===== src/wtcm_pkg.sv =====
`default_nettype none

package wtcm_pkg;

   // Texture, view and fixed-point settings.
   localparam int TEXTURE_WIDTH  = 64;
   localparam int TEXTURE_HEIGHT = 64;
   localparam int VIEW_HEIGHT    = 512;
   localparam int FRACTION_BITS  = 16;

   // Field widths of the two channels.
   localparam int COLUMN_W = 12;
   localparam int POS_IN_W = 24;
   localparam int DIST_W   = 24;
   localparam int DIR_W    = 18;
   localparam int LH_W     = 16;
   localparam int DS_W     = 9;
   localparam int ROW_W    = 10;
   localparam int OUT_ROW_W = 9;
   localparam int TEX_ID_W = 2;
   localparam int TEXEL_W  = 6;

   // Internal widths.
   localparam int FRAC_W     = 2 * FRACTION_BITS;
   localparam int TX_W       = $clog2(TEXTURE_WIDTH);
   localparam int MUL_W      = DIST_W + 1 + DIR_W;
   localparam int STEP_W     = 32;
   localparam int POS_W      = 40;
   localparam int BASE_W     = 18;
   localparam int DIVIDEND   = TEXTURE_HEIGHT * (2 ** FRACTION_BITS);
   localparam int DIVIDEND_W = $clog2(DIVIDEND + 1);
   localparam int DIV_CNT_W  = $clog2(DIVIDEND_W);

   // Request kinds.
   localparam logic REQ_START = 1'b0;
   localparam logic REQ_STEP  = 1'b1;

   // Wall texture indexes.
   localparam logic [TEX_ID_W-1:0] TEX_Y_NEG = 2'd0;
   localparam logic [TEX_ID_W-1:0] TEX_Y_POS = 2'd1;
   localparam logic [TEX_ID_W-1:0] TEX_X_NEG = 2'd2;
   localparam logic [TEX_ID_W-1:0] TEX_X_POS = 2'd3;

   // One classified item as it waits between the front and the back.
   typedef struct packed {
      logic                        req_type;
      logic [COLUMN_W-1:0]         column_x;
      logic [FRACTION_BITS-1:0]    pos_low;
      logic [DIST_W-1:0]           distance;
      logic signed [DIR_W-1:0]     dir;
      logic [TEX_ID_W-1:0]         texture_id;
      logic                        mirror;
      logic [LH_W-1:0]             slice_height;
      logic [DS_W-1:0]             first_row;
      logic [ROW_W-1:0]            stop_row;
   } wtcm_entry_type;

   // Queue status seen by the two sides.
   typedef struct packed {
      logic not_empty;
      logic full;
   } wtcm_qstat_type;

endpackage

`default_nettype wire


===== src/wtcm_if.sv =====
`default_nettype none

// Column request channel.
interface wtcm_req_if import wtcm_pkg::*; ();
   logic                      valid;
   logic                      ready;
   logic                      req_type;
   logic [COLUMN_W-1:0]       column_x;
   logic                      hit_side;
   logic [POS_IN_W-1:0]       player_pos_x;
   logic [POS_IN_W-1:0]       player_pos_y;
   logic [DIST_W-1:0]         wall_dist;
   logic signed [DIR_W-1:0]   ray_dir_x;
   logic signed [DIR_W-1:0]   ray_dir_y;
   logic [LH_W-1:0]           slice_height;
   logic [DS_W-1:0]           first_row;
   logic [ROW_W-1:0]          stop_row;

   modport source (
      output valid, req_type, column_x, hit_side, player_pos_x, player_pos_y,
             wall_dist, ray_dir_x, ray_dir_y, slice_height, first_row, stop_row,
      input  ready
   );
   modport sink (
      input  valid, req_type, column_x, hit_side, player_pos_x, player_pos_y,
             wall_dist, ray_dir_x, ray_dir_y, slice_height, first_row, stop_row,
      output ready
   );
endinterface

// Pixel result channel.
interface wtcm_rsp_if import wtcm_pkg::*; ();
   logic                   valid;
   logic                   ready;
   logic [COLUMN_W-1:0]    out_column;
   logic [OUT_ROW_W-1:0]   out_row;
   logic [TEX_ID_W-1:0]    texture_id;
   logic [TEXEL_W-1:0]     texel_x;
   logic [TEXEL_W-1:0]     texel_y;
   logic                   last_in_column;

   modport source (
      output valid, out_column, out_row, texture_id, texel_x, texel_y, last_in_column,
      input  ready
   );
   modport sink (
      input  valid, out_column, out_row, texture_id, texel_x, texel_y, last_in_column,
      output ready
   );
endinterface

`default_nettype wire


===== src/wall_texture_column_mapper_top.sv =====
`default_nettype none

// Textured wall column mapper. A column-start transfer on req_ch sets up one
// wall slice (texture choice, texture column, per-row step and start position)
// and returns nothing; each following pixel transfer within the slice returns
// one result on rsp_ch with the pixel's row and texture coordinates, the last
// one flagged. Pixel transfers flow at one per cycle while rsp_ch is ready. A
// column start holds the back end while it is taken in, while the restoring
// divider forms the texture step one bit per cycle and while the texture
// position is seeded; a two-entry queue takes up to two more requests
// meanwhile, after which req_ch holds ready low until the back end pops again.

module wall_texture_column_mapper_top import wtcm_pkg::*; (
   input  wire logic     clock,
   input  wire logic     reset,
   wtcm_req_if.sink      req_ch,
   wtcm_rsp_if.source    rsp_ch
);

   wtcm_qstat_type stat;
   wtcm_entry_type push_data;
   wtcm_entry_type head;
   logic           push;
   logic           pop;

   wtcm_front u_front (
      .req_ch    (req_ch),
      .stat      (stat),
      .push      (push),
      .push_data (push_data)
   );

   wtcm_queue u_queue (
      .clock     (clock),
      .reset     (reset),
      .push      (push),
      .push_data (push_data),
      .pop       (pop),
      .head      (head),
      .stat      (stat)
   );

   wtcm_back u_back (
      .clock  (clock),
      .reset  (reset),
      .head   (head),
      .stat   (stat),
      .pop    (pop),
      .rsp_ch (rsp_ch)
   );

endmodule

`default_nettype wire


===== src/wtcm_queue.sv =====
`default_nettype none

module wtcm_queue import wtcm_pkg::*; (
   input  wire logic           clock,
   input  wire logic           reset,
   input  wire logic           push,
   input  wire wtcm_entry_type push_data,
   input  wire logic           pop,
   output wtcm_entry_type      head,
   output wtcm_qstat_type      stat
);

   wtcm_entry_type entry_ff [2];
   logic           wr_ptr_ff, wr_ptr_in;
   logic           rd_ptr_ff, rd_ptr_in;
   logic [1:0]     count_ff, count_in;

   // Pointer and fill bookkeeping for the two-entry queue.
   always_comb begin
      wr_ptr_in = wr_ptr_ff ^ push;
      rd_ptr_in = rd_ptr_ff ^ pop;
      count_in  = count_ff + 2'(push) - 2'(pop);
   end

   always_ff @(posedge clock) begin
      if (reset) begin
         wr_ptr_ff <= 1'b0;
         rd_ptr_ff <= 1'b0;
         count_ff  <= 2'd0;
      end else begin
         wr_ptr_ff <= wr_ptr_in;
         rd_ptr_ff <= rd_ptr_in;
         count_ff  <= count_in;
      end
      if (push) begin
         entry_ff[wr_ptr_ff] <= push_data;
      end
   end

   assign head = entry_ff[rd_ptr_ff];
   assign stat = {(count_ff != 2'd0), (count_ff == 2'd2)};

endmodule

`default_nettype wire


===== src/wtcm_front.sv =====
`default_nettype none

module wtcm_front import wtcm_pkg::*; (
   wtcm_req_if.sink             req_ch,
   input  wire wtcm_qstat_type  stat,
   output logic                 push,
   output wtcm_entry_type       push_data
);

   // Accept whenever the queue has room.
   assign req_ch.ready = !stat.full;
   assign push         = req_ch.valid && !stat.full;

   // Classify the item: pick the texture, the wall axis operands and the mirror.
   always_comb begin
      push_data.req_type     = req_ch.req_type;
      push_data.column_x     = req_ch.column_x;
      push_data.distance     = req_ch.wall_dist;
      push_data.slice_height = req_ch.slice_height;
      push_data.first_row    = req_ch.first_row;
      push_data.stop_row     = req_ch.stop_row;
      if (req_ch.hit_side == 1'b0) begin
         push_data.texture_id = req_ch.ray_dir_x[DIR_W-1] ? TEX_X_NEG : TEX_X_POS;
         push_data.pos_low    = req_ch.player_pos_y[FRACTION_BITS-1:0];
         push_data.dir        = req_ch.ray_dir_y;
         push_data.mirror     = req_ch.ray_dir_x[DIR_W-1];
      end else begin
         push_data.texture_id = req_ch.ray_dir_y[DIR_W-1] ? TEX_Y_NEG : TEX_Y_POS;
         push_data.pos_low    = req_ch.player_pos_x[FRACTION_BITS-1:0];
         push_data.dir        = req_ch.ray_dir_x;
         push_data.mirror     = !req_ch.ray_dir_y[DIR_W-1] && (req_ch.ray_dir_y != '0);
      end
   end

endmodule

`default_nettype wire


===== src/wtcm_back.sv =====
`default_nettype none

module wtcm_back import wtcm_pkg::*; (
   input  wire logic           clock,
   input  wire logic           reset,
   input  wire wtcm_entry_type head,
   input  wire wtcm_qstat_type stat,
   output logic                pop,
   wtcm_rsp_if.source          rsp_ch
);

   typedef enum logic [1:0] {
      ST_IDLE,
      ST_DIV,
      ST_SEED
   } state_type;

   state_type                  state_ff, state_in;
   logic                       active_ff, active_in;
   logic [POS_W-1:0]           pos_ff, pos_in;
   logic [STEP_W-1:0]          step_ff, step_in;
   logic [ROW_W-1:0]           row_ff, row_in;
   logic [ROW_W-1:0]           end_ff, end_in;
   logic [COLUMN_W-1:0]        column_ff, column_in;
   logic [TEXEL_W-1:0]         texel_x_ff, texel_x_in;
   logic [TEX_ID_W-1:0]        tex_id_ff, tex_id_in;
   logic                       mirror_ff, mirror_in;
   logic [FRACTION_BITS-1:0]   pos_low_ff, pos_low_in;
   logic [FRAC_W-1:0]          mul_ff, mul_in;
   logic [LH_W-1:0]            lh_ff, lh_in;
   logic [LH_W-1:0]            divisor_ff, divisor_in;
   logic [LH_W-1:0]            rem_ff, rem_in;
   logic [DIVIDEND_W-1:0]      quo_ff, quo_in;
   logic [DIV_CNT_W-1:0]       count_ff, count_in;

   logic                       rsp_valid_ff, rsp_valid_in;
   logic [COLUMN_W-1:0]        rsp_column_ff, rsp_column_in;
   logic [OUT_ROW_W-1:0]       rsp_row_ff, rsp_row_in;
   logic [TEX_ID_W-1:0]        rsp_tex_id_ff, rsp_tex_id_in;
   logic [TEXEL_W-1:0]         rsp_texel_x_ff, rsp_texel_x_in;
   logic [TEXEL_W-1:0]         rsp_texel_y_ff, rsp_texel_y_in;
   logic                       rsp_last_ff, rsp_last_in;

   logic signed [MUL_W-1:0]    hit_prod;
   logic [FRAC_W-1:0]          frac;
   logic [FRAC_W+TX_W-1:0]     scaled;
   logic [TX_W-1:0]            tx_raw;
   logic [TX_W-1:0]            tx;
   logic [LH_W:0]              trial;
   logic                       trial_fits;
   logic signed [BASE_W-1:0]   base;
   logic signed [BASE_W+STEP_W:0] seed_prod;
   logic [ROW_W:0]             next_row;
   logic [ROW_W-1:0]           clip_end;

   // Distance times ray component along the wall; only the fraction bits matter.
   assign hit_prod = $signed({1'b0, head.distance}) * $signed(head.dir);

   // Fraction of the hit point scaled to a texture column, mirrored as needed.
   assign frac   = {pos_low_ff, FRACTION_BITS'(0)} + mul_ff;
   assign scaled = (FRAC_W + TX_W)'(frac) * (FRAC_W + TX_W)'(TEXTURE_WIDTH);
   assign tx_raw = scaled[FRAC_W +: TX_W];
   assign tx     = mirror_ff ? TX_W'(TEXTURE_WIDTH - 1) - tx_raw : tx_raw;

   // One quotient bit per cycle of the restoring divider.
   assign trial      = {rem_ff, quo_ff[DIVIDEND_W-1]};
   assign trial_fits = (trial >= {1'b0, divisor_ff});

   // Starting texture position from the slice's first row.
   assign base      = BASE_W'(row_ff) - BASE_W'(VIEW_HEIGHT / 2) + BASE_W'(lh_ff[LH_W-1:1]);
   assign seed_prod = base * $signed({1'b0, STEP_W'(quo_ff)});

   assign next_row = {1'b0, row_ff} + (ROW_W + 1)'(1);
   assign clip_end = (head.stop_row > ROW_W'(VIEW_HEIGHT)) ? ROW_W'(VIEW_HEIGHT)
                                                           : head.stop_row;

   // Next-state logic for the column sequencer and the result register.
   always_comb begin
      state_in       = state_ff;
      active_in      = active_ff;
      pos_in         = pos_ff;
      step_in        = step_ff;
      row_in         = row_ff;
      end_in         = end_ff;
      column_in      = column_ff;
      texel_x_in     = texel_x_ff;
      tex_id_in      = tex_id_ff;
      mirror_in      = mirror_ff;
      pos_low_in     = pos_low_ff;
      mul_in         = mul_ff;
      lh_in          = lh_ff;
      divisor_in     = divisor_ff;
      rem_in         = rem_ff;
      quo_in         = quo_ff;
      count_in       = count_ff;
      rsp_valid_in   = rsp_valid_ff && !rsp_ch.ready;
      rsp_column_in  = rsp_column_ff;
      rsp_row_in     = rsp_row_ff;
      rsp_tex_id_in  = rsp_tex_id_ff;
      rsp_texel_x_in = rsp_texel_x_ff;
      rsp_texel_y_in = rsp_texel_y_ff;
      rsp_last_in    = rsp_last_ff;
      pop            = 1'b0;

      unique case (state_ff)
         ST_IDLE: begin
            if (stat.not_empty) begin
               if (head.req_type == REQ_START) begin
                  // Column start: drop any running slice and set up the new one.
                  pop        = 1'b1;
                  active_in  = 1'b0;
                  column_in  = head.column_x;
                  tex_id_in  = head.texture_id;
                  mirror_in  = head.mirror;
                  pos_low_in = head.pos_low;
                  mul_in     = hit_prod[FRAC_W-1:0];
                  lh_in      = head.slice_height;
                  divisor_in = (head.slice_height == '0) ? LH_W'(1) : head.slice_height;
                  rem_in     = '0;
                  quo_in     = DIVIDEND_W'(DIVIDEND);
                  count_in   = '0;
                  row_in     = ROW_W'(head.first_row);
                  end_in     = clip_end;
                  state_in   = ST_DIV;
               end else if (!active_ff) begin
                  // Pixel request with no slice open is dropped.
                  pop = 1'b1;
               end else if (!rsp_valid_ff || rsp_ch.ready) begin
                  // Emit one pixel and advance down the slice.
                  pop            = 1'b1;
                  rsp_valid_in   = 1'b1;
                  rsp_column_in  = column_ff;
                  rsp_row_in     = row_ff[OUT_ROW_W-1:0];
                  rsp_tex_id_in  = tex_id_ff;
                  rsp_texel_x_in = texel_x_ff;
                  rsp_texel_y_in = TEXEL_W'(pos_ff[POS_W-1:FRACTION_BITS] &
                                            (POS_W - FRACTION_BITS)'(TEXTURE_HEIGHT - 1));
                  rsp_last_in    = (next_row >= {1'b0, end_ff});
                  pos_in         = pos_ff + POS_W'(step_ff);
                  row_in         = next_row[ROW_W-1:0];
                  if (next_row >= {1'b0, end_ff}) begin
                     active_in = 1'b0;
                  end
               end
            end
         end
         ST_DIV: begin
            texel_x_in = TEXEL_W'(tx);
            rem_in     = trial_fits ? LH_W'(trial - {1'b0, divisor_ff}) : LH_W'(trial);
            quo_in     = {quo_ff[DIVIDEND_W-2:0], trial_fits};
            count_in   = count_ff + DIV_CNT_W'(1);
            if (count_ff == DIV_CNT_W'(DIVIDEND_W - 1)) begin
               state_in = ST_SEED;
            end
         end
         ST_SEED: begin
            step_in   = STEP_W'(quo_ff);
            pos_in    = seed_prod[POS_W-1:0];
            active_in = (row_ff < end_ff);
            state_in  = ST_IDLE;
         end
         default: begin
            state_in = ST_IDLE;
         end
      endcase
   end

   always_ff @(posedge clock) begin
      if (reset) begin
         state_ff     <= ST_IDLE;
         active_ff    <= 1'b0;
         rsp_valid_ff <= 1'b0;
         count_ff     <= '0;
      end else begin
         state_ff     <= state_in;
         active_ff    <= active_in;
         rsp_valid_ff <= rsp_valid_in;
         count_ff     <= count_in;
      end
      pos_ff         <= pos_in;
      step_ff        <= step_in;
      row_ff         <= row_in;
      end_ff         <= end_in;
      column_ff      <= column_in;
      texel_x_ff     <= texel_x_in;
      tex_id_ff      <= tex_id_in;
      mirror_ff      <= mirror_in;
      pos_low_ff     <= pos_low_in;
      mul_ff         <= mul_in;
      lh_ff          <= lh_in;
      divisor_ff     <= divisor_in;
      rem_ff         <= rem_in;
      quo_ff         <= quo_in;
      rsp_column_ff  <= rsp_column_in;
      rsp_row_ff     <= rsp_row_in;
      rsp_tex_id_ff  <= rsp_tex_id_in;
      rsp_texel_x_ff <= rsp_texel_x_in;
      rsp_texel_y_ff <= rsp_texel_y_in;
      rsp_last_ff    <= rsp_last_in;
   end

   assign rsp_ch.valid          = rsp_valid_ff;
   assign rsp_ch.out_column     = rsp_column_ff;
   assign rsp_ch.out_row        = rsp_row_ff;
   assign rsp_ch.texture_id     = rsp_tex_id_ff;
   assign rsp_ch.texel_x        = rsp_texel_x_ff;
   assign rsp_ch.texel_y        = rsp_texel_y_ff;
   assign rsp_ch.last_in_column = rsp_last_ff;

endmodule

`default_nettype wire


===== src/flat_wrapper.sv =====
// flat-port wrapper written by rule: the top's interface ports become plain ports
module wall_texture_column_mapper_top_flat import wtcm_pkg::*;
  (clock, reset, req_ch_valid, req_ch_req_type, req_ch_column_x, req_ch_hit_side, req_ch_player_pos_x, req_ch_player_pos_y, req_ch_wall_dist, req_ch_ray_dir_x, req_ch_ray_dir_y, req_ch_slice_height, req_ch_first_row, req_ch_stop_row, req_ch_ready, rsp_ch_valid, rsp_ch_out_column, rsp_ch_out_row, rsp_ch_texture_id, rsp_ch_texel_x, rsp_ch_texel_y, rsp_ch_last_in_column, rsp_ch_ready);
  wtcm_req_if req_ch_i ();
  wtcm_rsp_if rsp_ch_i ();
  input  wire logic clock;
  input  wire logic reset;
  input wire logic [$bits(req_ch_i.valid)-1:0] req_ch_valid;
  input wire logic [$bits(req_ch_i.req_type)-1:0] req_ch_req_type;
  input wire logic [$bits(req_ch_i.column_x)-1:0] req_ch_column_x;
  input wire logic [$bits(req_ch_i.hit_side)-1:0] req_ch_hit_side;
  input wire logic [$bits(req_ch_i.player_pos_x)-1:0] req_ch_player_pos_x;
  input wire logic [$bits(req_ch_i.player_pos_y)-1:0] req_ch_player_pos_y;
  input wire logic [$bits(req_ch_i.wall_dist)-1:0] req_ch_wall_dist;
  input wire logic [$bits(req_ch_i.ray_dir_x)-1:0] req_ch_ray_dir_x;
  input wire logic [$bits(req_ch_i.ray_dir_y)-1:0] req_ch_ray_dir_y;
  input wire logic [$bits(req_ch_i.slice_height)-1:0] req_ch_slice_height;
  input wire logic [$bits(req_ch_i.first_row)-1:0] req_ch_first_row;
  input wire logic [$bits(req_ch_i.stop_row)-1:0] req_ch_stop_row;
  output wire logic [$bits(req_ch_i.ready)-1:0] req_ch_ready;
  output wire logic [$bits(rsp_ch_i.valid)-1:0] rsp_ch_valid;
  output wire logic [$bits(rsp_ch_i.out_column)-1:0] rsp_ch_out_column;
  output wire logic [$bits(rsp_ch_i.out_row)-1:0] rsp_ch_out_row;
  output wire logic [$bits(rsp_ch_i.texture_id)-1:0] rsp_ch_texture_id;
  output wire logic [$bits(rsp_ch_i.texel_x)-1:0] rsp_ch_texel_x;
  output wire logic [$bits(rsp_ch_i.texel_y)-1:0] rsp_ch_texel_y;
  output wire logic [$bits(rsp_ch_i.last_in_column)-1:0] rsp_ch_last_in_column;
  input wire logic [$bits(rsp_ch_i.ready)-1:0] rsp_ch_ready;
  assign req_ch_i.valid = req_ch_valid;
  assign req_ch_i.req_type = req_ch_req_type;
  assign req_ch_i.column_x = req_ch_column_x;
  assign req_ch_i.hit_side = req_ch_hit_side;
  assign req_ch_i.player_pos_x = req_ch_player_pos_x;
  assign req_ch_i.player_pos_y = req_ch_player_pos_y;
  assign req_ch_i.wall_dist = req_ch_wall_dist;
  assign req_ch_i.ray_dir_x = req_ch_ray_dir_x;
  assign req_ch_i.ray_dir_y = req_ch_ray_dir_y;
  assign req_ch_i.slice_height = req_ch_slice_height;
  assign req_ch_i.first_row = req_ch_first_row;
  assign req_ch_i.stop_row = req_ch_stop_row;
  assign req_ch_ready = req_ch_i.ready;
  assign rsp_ch_valid = rsp_ch_i.valid;
  assign rsp_ch_out_column = rsp_ch_i.out_column;
  assign rsp_ch_out_row = rsp_ch_i.out_row;
  assign rsp_ch_texture_id = rsp_ch_i.texture_id;
  assign rsp_ch_texel_x = rsp_ch_i.texel_x;
  assign rsp_ch_texel_y = rsp_ch_i.texel_y;
  assign rsp_ch_last_in_column = rsp_ch_i.last_in_column;
  assign rsp_ch_i.ready = rsp_ch_ready;
  wall_texture_column_mapper_top u_core (.clock(clock), .reset(reset), .req_ch(req_ch_i), .rsp_ch(rsp_ch_i));
endmodule

===== config.mk =====
export PLATFORM = sky130hd
export DESIGN_NAME = wall_texture_column_mapper_top_flat
export DESIGN_NICKNAME = d
export VERILOG_FILES = /design/src/wtcm_pkg.sv /design/src/wtcm_if.sv /design/src/wall_texture_column_mapper_top.sv /design/src/wtcm_queue.sv /design/src/wtcm_front.sv /design/src/wtcm_back.sv /design/src/flat_wrapper.sv
export SDC_FILE = /design/constraint.sdc
export NUM_CORES = 2
export LEC_CHECK = 0
export ABC_AREA = 1
export BUFFER_PORTS_ARGS = -buffer_cell sky130_fd_sc_hd__buf_2
export CORE_ASPECT_RATIO = 0.75
export CORE_MARGIN = 2
export CORE_UTILIZATION = 40
export CTS_CLUSTER_DIAMETER = 50
export DETAILED_ROUTE_END_ITERATION = 10
export GPL_ROUTABILITY_DRIVEN = 0
export GPL_TIMING_DRIVEN = 0
export SLEW_MARGIN = 20
export SYNTH_ARGS = -nofsm -noshare
export SYNTH_HDL_FRONTEND = slang
export SYNTH_HIERARCHICAL = 1
export SYNTH_SLANG_ARGS = --single-unit

===== constraint.sdc =====
create_clock -name clock -period 10.8 [get_ports clock]
set_clock_uncertainty 0.15 [all_clocks]
set_input_delay 1.08 -clock clock [delete_from_list [all_inputs] [get_ports clock]]
set_output_delay 1.08 -clock clock [all_outputs]
set_load 0.02 [all_outputs]

==> qor_table.md <==
| Group | Item | This run |
|---|---|---|
| outcome | Result of the run | finished, final reports clean |
| run | Count of maximum capacitance violations | 0 |
| cts | Hold-fix buffers, CTS | 0 |
| sta | Time the worst path needs with I/O delays and setup | 8.92 ns |
| critical path | Maximum fanout count along the critical path | 9 |
| floorplanning | Area of the core | 0.0995 mm² |
| floorplanning | Total die area | 0.103 mm² |
| drt | Detailed-route vias per instance | 4.80 |
| yosys | Dominant register cell in the synthesized netlist | sky130_fd_sc_hd__edfxtp_1 |
| worst hold path | Kind of path behind the tightest hold check | flop to flop |
| yosys | Number of distinct standard cells referenced by the synthesized netlist | 60 |
| critical path | Crit Path Class | flop to flop |
| yosys | Dominant cells by area after synthesis | sky130_fd_sc_hd__edfxtp_1, sky130_fd_sc_hd__fa_1, sky130_fd_sc_hd__nand2_1 |
| critical path | Count of cells along the worst register-to-register path | 30 |
| place | Pre-CTS setup slack | 2.16 ns |
| cts | Number of CTS-inserted buffers | 56 |
| place | Port-buffer cells | 110 |
| yosys | Sequential area share after synthesis | 33.5% |
| critical path | Setup crit start kind | flop |
| yosys | Post-synthesis instance area | 0.0403 mm² |
| floorplanning | Standard-cell row count | 100 |
| critical path | Terminus of the critical flop-to-flop path | u_core/u_back/pos_ff[21] |
| finish | Number of nets in the layout | 5169 |
| yosys | Number of cells produced by synthesis | 4082 |
| global routing | Number of global-route vias before repair | 27100 |
| yosys | Mean area per synthesized cell | 9.86 µm² |
| floorplanning | Initial core utilization | 40.5% |
| global routing | Pin count of the biggest net entering global routing | 49 |
| worst hold path | Hold path depth | 0 |
| drt | Average wire per standard cell | 17.1 µm |
| critical path | Cell with the largest stage delay on the worst path | sky130_fd_sc_hd__o311ai_1 |
| sta | Max-slew violation count | 0 |
| cts | Postcts setup bufs | 0 |
| global routing | Global-route wire length before repair | 152000 µm |
| yosys | EDFF count, synth | 441 |
| critical path | Required time at the endpoint of the critical path | 11.02 ns |
| sta | Achievable Freq | 0.112 GHz |
| finish | Proportion of layout cells with a drive suffix above 1 | 10.8% |
| sta | Worst-case headroom to the max-slew limit | 26.6% |
| critical path | Worst reg2reg setup slack | 1.88 ns |
| sta | Slew at the pin closest to its max-slew limit | 1.08 ns |
| yosys | Portion of synthesized cell area occupied by the leading cell type | 32.9% |
| floorplanning | Width of the die | 370 µm |
| finish | Area growth syn-to-layout | 11.0% |
| cts | Post-cts gate resize count | 0 |
| floorplanning | Height of the chip | 279 µm |
| critical path | Largest incremental delay on the critical path | 0.91 ns |
| cts | Clock sink total | 454 |
| cts | Clk_lat worst skew | 0.64 ns |
| cts | Clock Pin Slew Worst Setup and Hold Paths | 0.06 ns |
| drt | Number of nets with antenna violations after routing | 0 |
| sta | Total negative slack | 0 ns |
| critical path | Launch instance of the worst register-to-register path | u_core/u_back/row_ff[0] |
| finish | Most common cell after layout, fill and taps aside | sky130_fd_sc_hd__nand2_1 |
| yosys | FFs w/ async S/R, synth | 0% |
| drt | Post-detailed-routing wire length | 96600 µm |
| drt | Starting DRT DRC Count | 2270 |
| yosys | Number of register bits inferred by synthesis | 454 |
| cts | CTS tree | built |
| global routing | Antenna violations before repair | 2 |
| sta | Period utilisation layout | 82.6% |
| global routing | Global route total overflow | 0 |
| drt | Remaining DRCs | 0 |
| yosys | Syn. warnings | 6 |
| critical path | Setup crit end kind | flop |
| drt | Number of vias in the routed layout | 27100 |
| sta | Worst-case setup margin in the final layout | 1.88 ns |
| cts | Root Driver | sky130_fd_sc_hd__clkbuf_16 |
| global routing | Gr usage total | 19.0% |
| sta | Count of endpoints failing setup in the final report | 0 |
| cts | Count of H-tree levels built during CTS | 2 |
| sta | RSZ-0062 raised after global routing | false |
| critical path | Top cell by count, worst path | sky130_fd_sc_hd__inv_1 |
| place | Cell count after placement | 5535 |
| yosys | Post-synth net total | 4984 |
| sta | Hold violation count in the final report | 0 |
| floorplanning | I/O pin cnt | 199 |
| critical path | Timing startpoint of the critical path | u_core/u_back/row_ff[0] |
| critical path | Worst Path Arrival | 9.15 ns |
| drt | Detailed Routing Iterations Pass 1 | 7 |
| cts | Max Root-Sink Buffers | 3 |
| finish | Commonest non-fill, non-tap cells in the layout | sky130_fd_sc_hd__nand2_1, sky130_fd_sc_hd__inv_1, sky130_fd_sc_hd__fa_1 |
| place | Detailed-placement wirelength estimate | 78700 µm |
| finish | Fin cells | 5641 |
| yosys | Yosys top cell by area | sky130_fd_sc_hd__edfxtp_1 |
| critical path | Crit path to | u_core/u_back/pos_ff[21] |
routing by layer:
layer | share of wire [%] | global-route usage (%)
met1 | 49 | 29.4
met2 | 41 | 26.7
met3 | 8.4 | 4.44
met4 | 1.7 | 3.78
met5 | 0.013 | 0
area by class of cell:
class,count,area (µm²)
timing repair buffer,127,808
clock buffer,71,1500
buffer,221,1350
sequential,454,13500
multi-input combinational,2498,22000
clock inverter,33,408
fill,9411,54800
antenna,2,5.00
tap,1326,1660
inverter,909,3420
stage by stage:
stage,hold slack (ns),area [µm²],utilization (%)
2_1_floorplan,0.250,40300,-
3_3_place_gp,0.254,42500,42.7
3_5_place_dp,0.255,42800,43.0
4_1_cts,0.267,44700,44.9
5_1_grt,0.276,44700,44.9
6_report,0.265,44700,44.9
state kept, by name (all words and copies together) (netlist names), 2 cells and up:
signal,cells
u_core/u_back/column_ff,12
u_core/u_back/count_ff,5
u_core/u_back/divisor_ff,16
u_core/u_back/end_ff,10
u_core/u_back/lh_ff,15
u_core/u_back/mul_ff,16
u_core/u_back/pos_ff,22
u_core/u_back/pos_low_ff,16
u_core/u_back/quo_ff,23
u_core/u_back/rem_ff,16
u_core/u_back/row_ff,10
u_core/u_back/rsp_ch.out_column,12
u_core/u_back/rsp_ch.out_row,9
u_core/u_back/rsp_ch.texel_x,6
u_core/u_back/rsp_ch.texel_y,6
u_core/u_back/rsp_ch.texture_id,2
u_core/u_back/state_ff,2
u_core/u_back/step_ff,22
u_core/u_back/tex_id_ff,2
u_core/u_back/texel_x_ff,6
u_core/u_queue/count_ff,2
u_core/u_queue/entry_ff,218
critical path, delay by kind of cell, from the launching register on:
kind | cells | cell delay [ns]
flops | 1 | 0.58
simple gates | 12 | 1.95
buf+inv | 8 | 0.94
compound gates | 1 | 0.91
fa+ha+maj | 9 | 4.14
Yosys cell counts, drive strengths merged (2+ instances only):
cell type,instances
a211oi,2
a21boi,4
a21o,8
a21oi,137
a31oi,6
and2,3
buf,107
clkbuf,113
clkinv,9
dfxtp,13
edfxtp,441
fa,481
ha,260
inv,900
mux2,109
nand2,930
nand3,73
nand3b,6
nand4,15
nor2,208
nor3,11
nor3b,2
nor4,10
o2111ai,2
o21a,5
o21ai,93
o21bai,11
o221ai,3
o22ai,3
o31ai,6
or2,7
xnor2,35
xor2,60
kinds of logic after synthesis:
family	count (synthesis)	share of synthesized area (%)
mux	109	3.98
flops	454	33.5
buf+inv	1130	11.8
fa+ha+maj	741	32.0
simple gates	1266	12.5
xor+xnor	95	2.15
compound gates	287	4.01
worst min path at each step:
| stage | startpoint | end | slack, ns |
|---|---|---|---|
| floorplan | u_core/u_back/column_ff[0] | u_core/u_back/rsp_ch.out_column[0] | 0.25 |
| detailed placement | u_core/u_back/column_ff[3] | u_core/u_back/rsp_ch.out_column[3] | 0.25 |
| global route | u_core/u_back/column_ff[9] | u_core/u_back/rsp_ch.out_column[9] | 0.28 |
| CTS | u_core/u_back/column_ff[8] | u_core/u_back/rsp_ch.out_column[8] | 0.27 |
| finish | u_core/u_back/column_ff[3] | u_core/u_back/rsp_ch.out_column[3] | 0.27 |
| global placement | u_core/u_back/texel_x_ff[1] | u_core/u_back/rsp_ch.texel_x[1] | 0.25 |
Power is not shown: default switching activity piles up to over one toggle a cycle in this logic, so the estimate is an artifact.
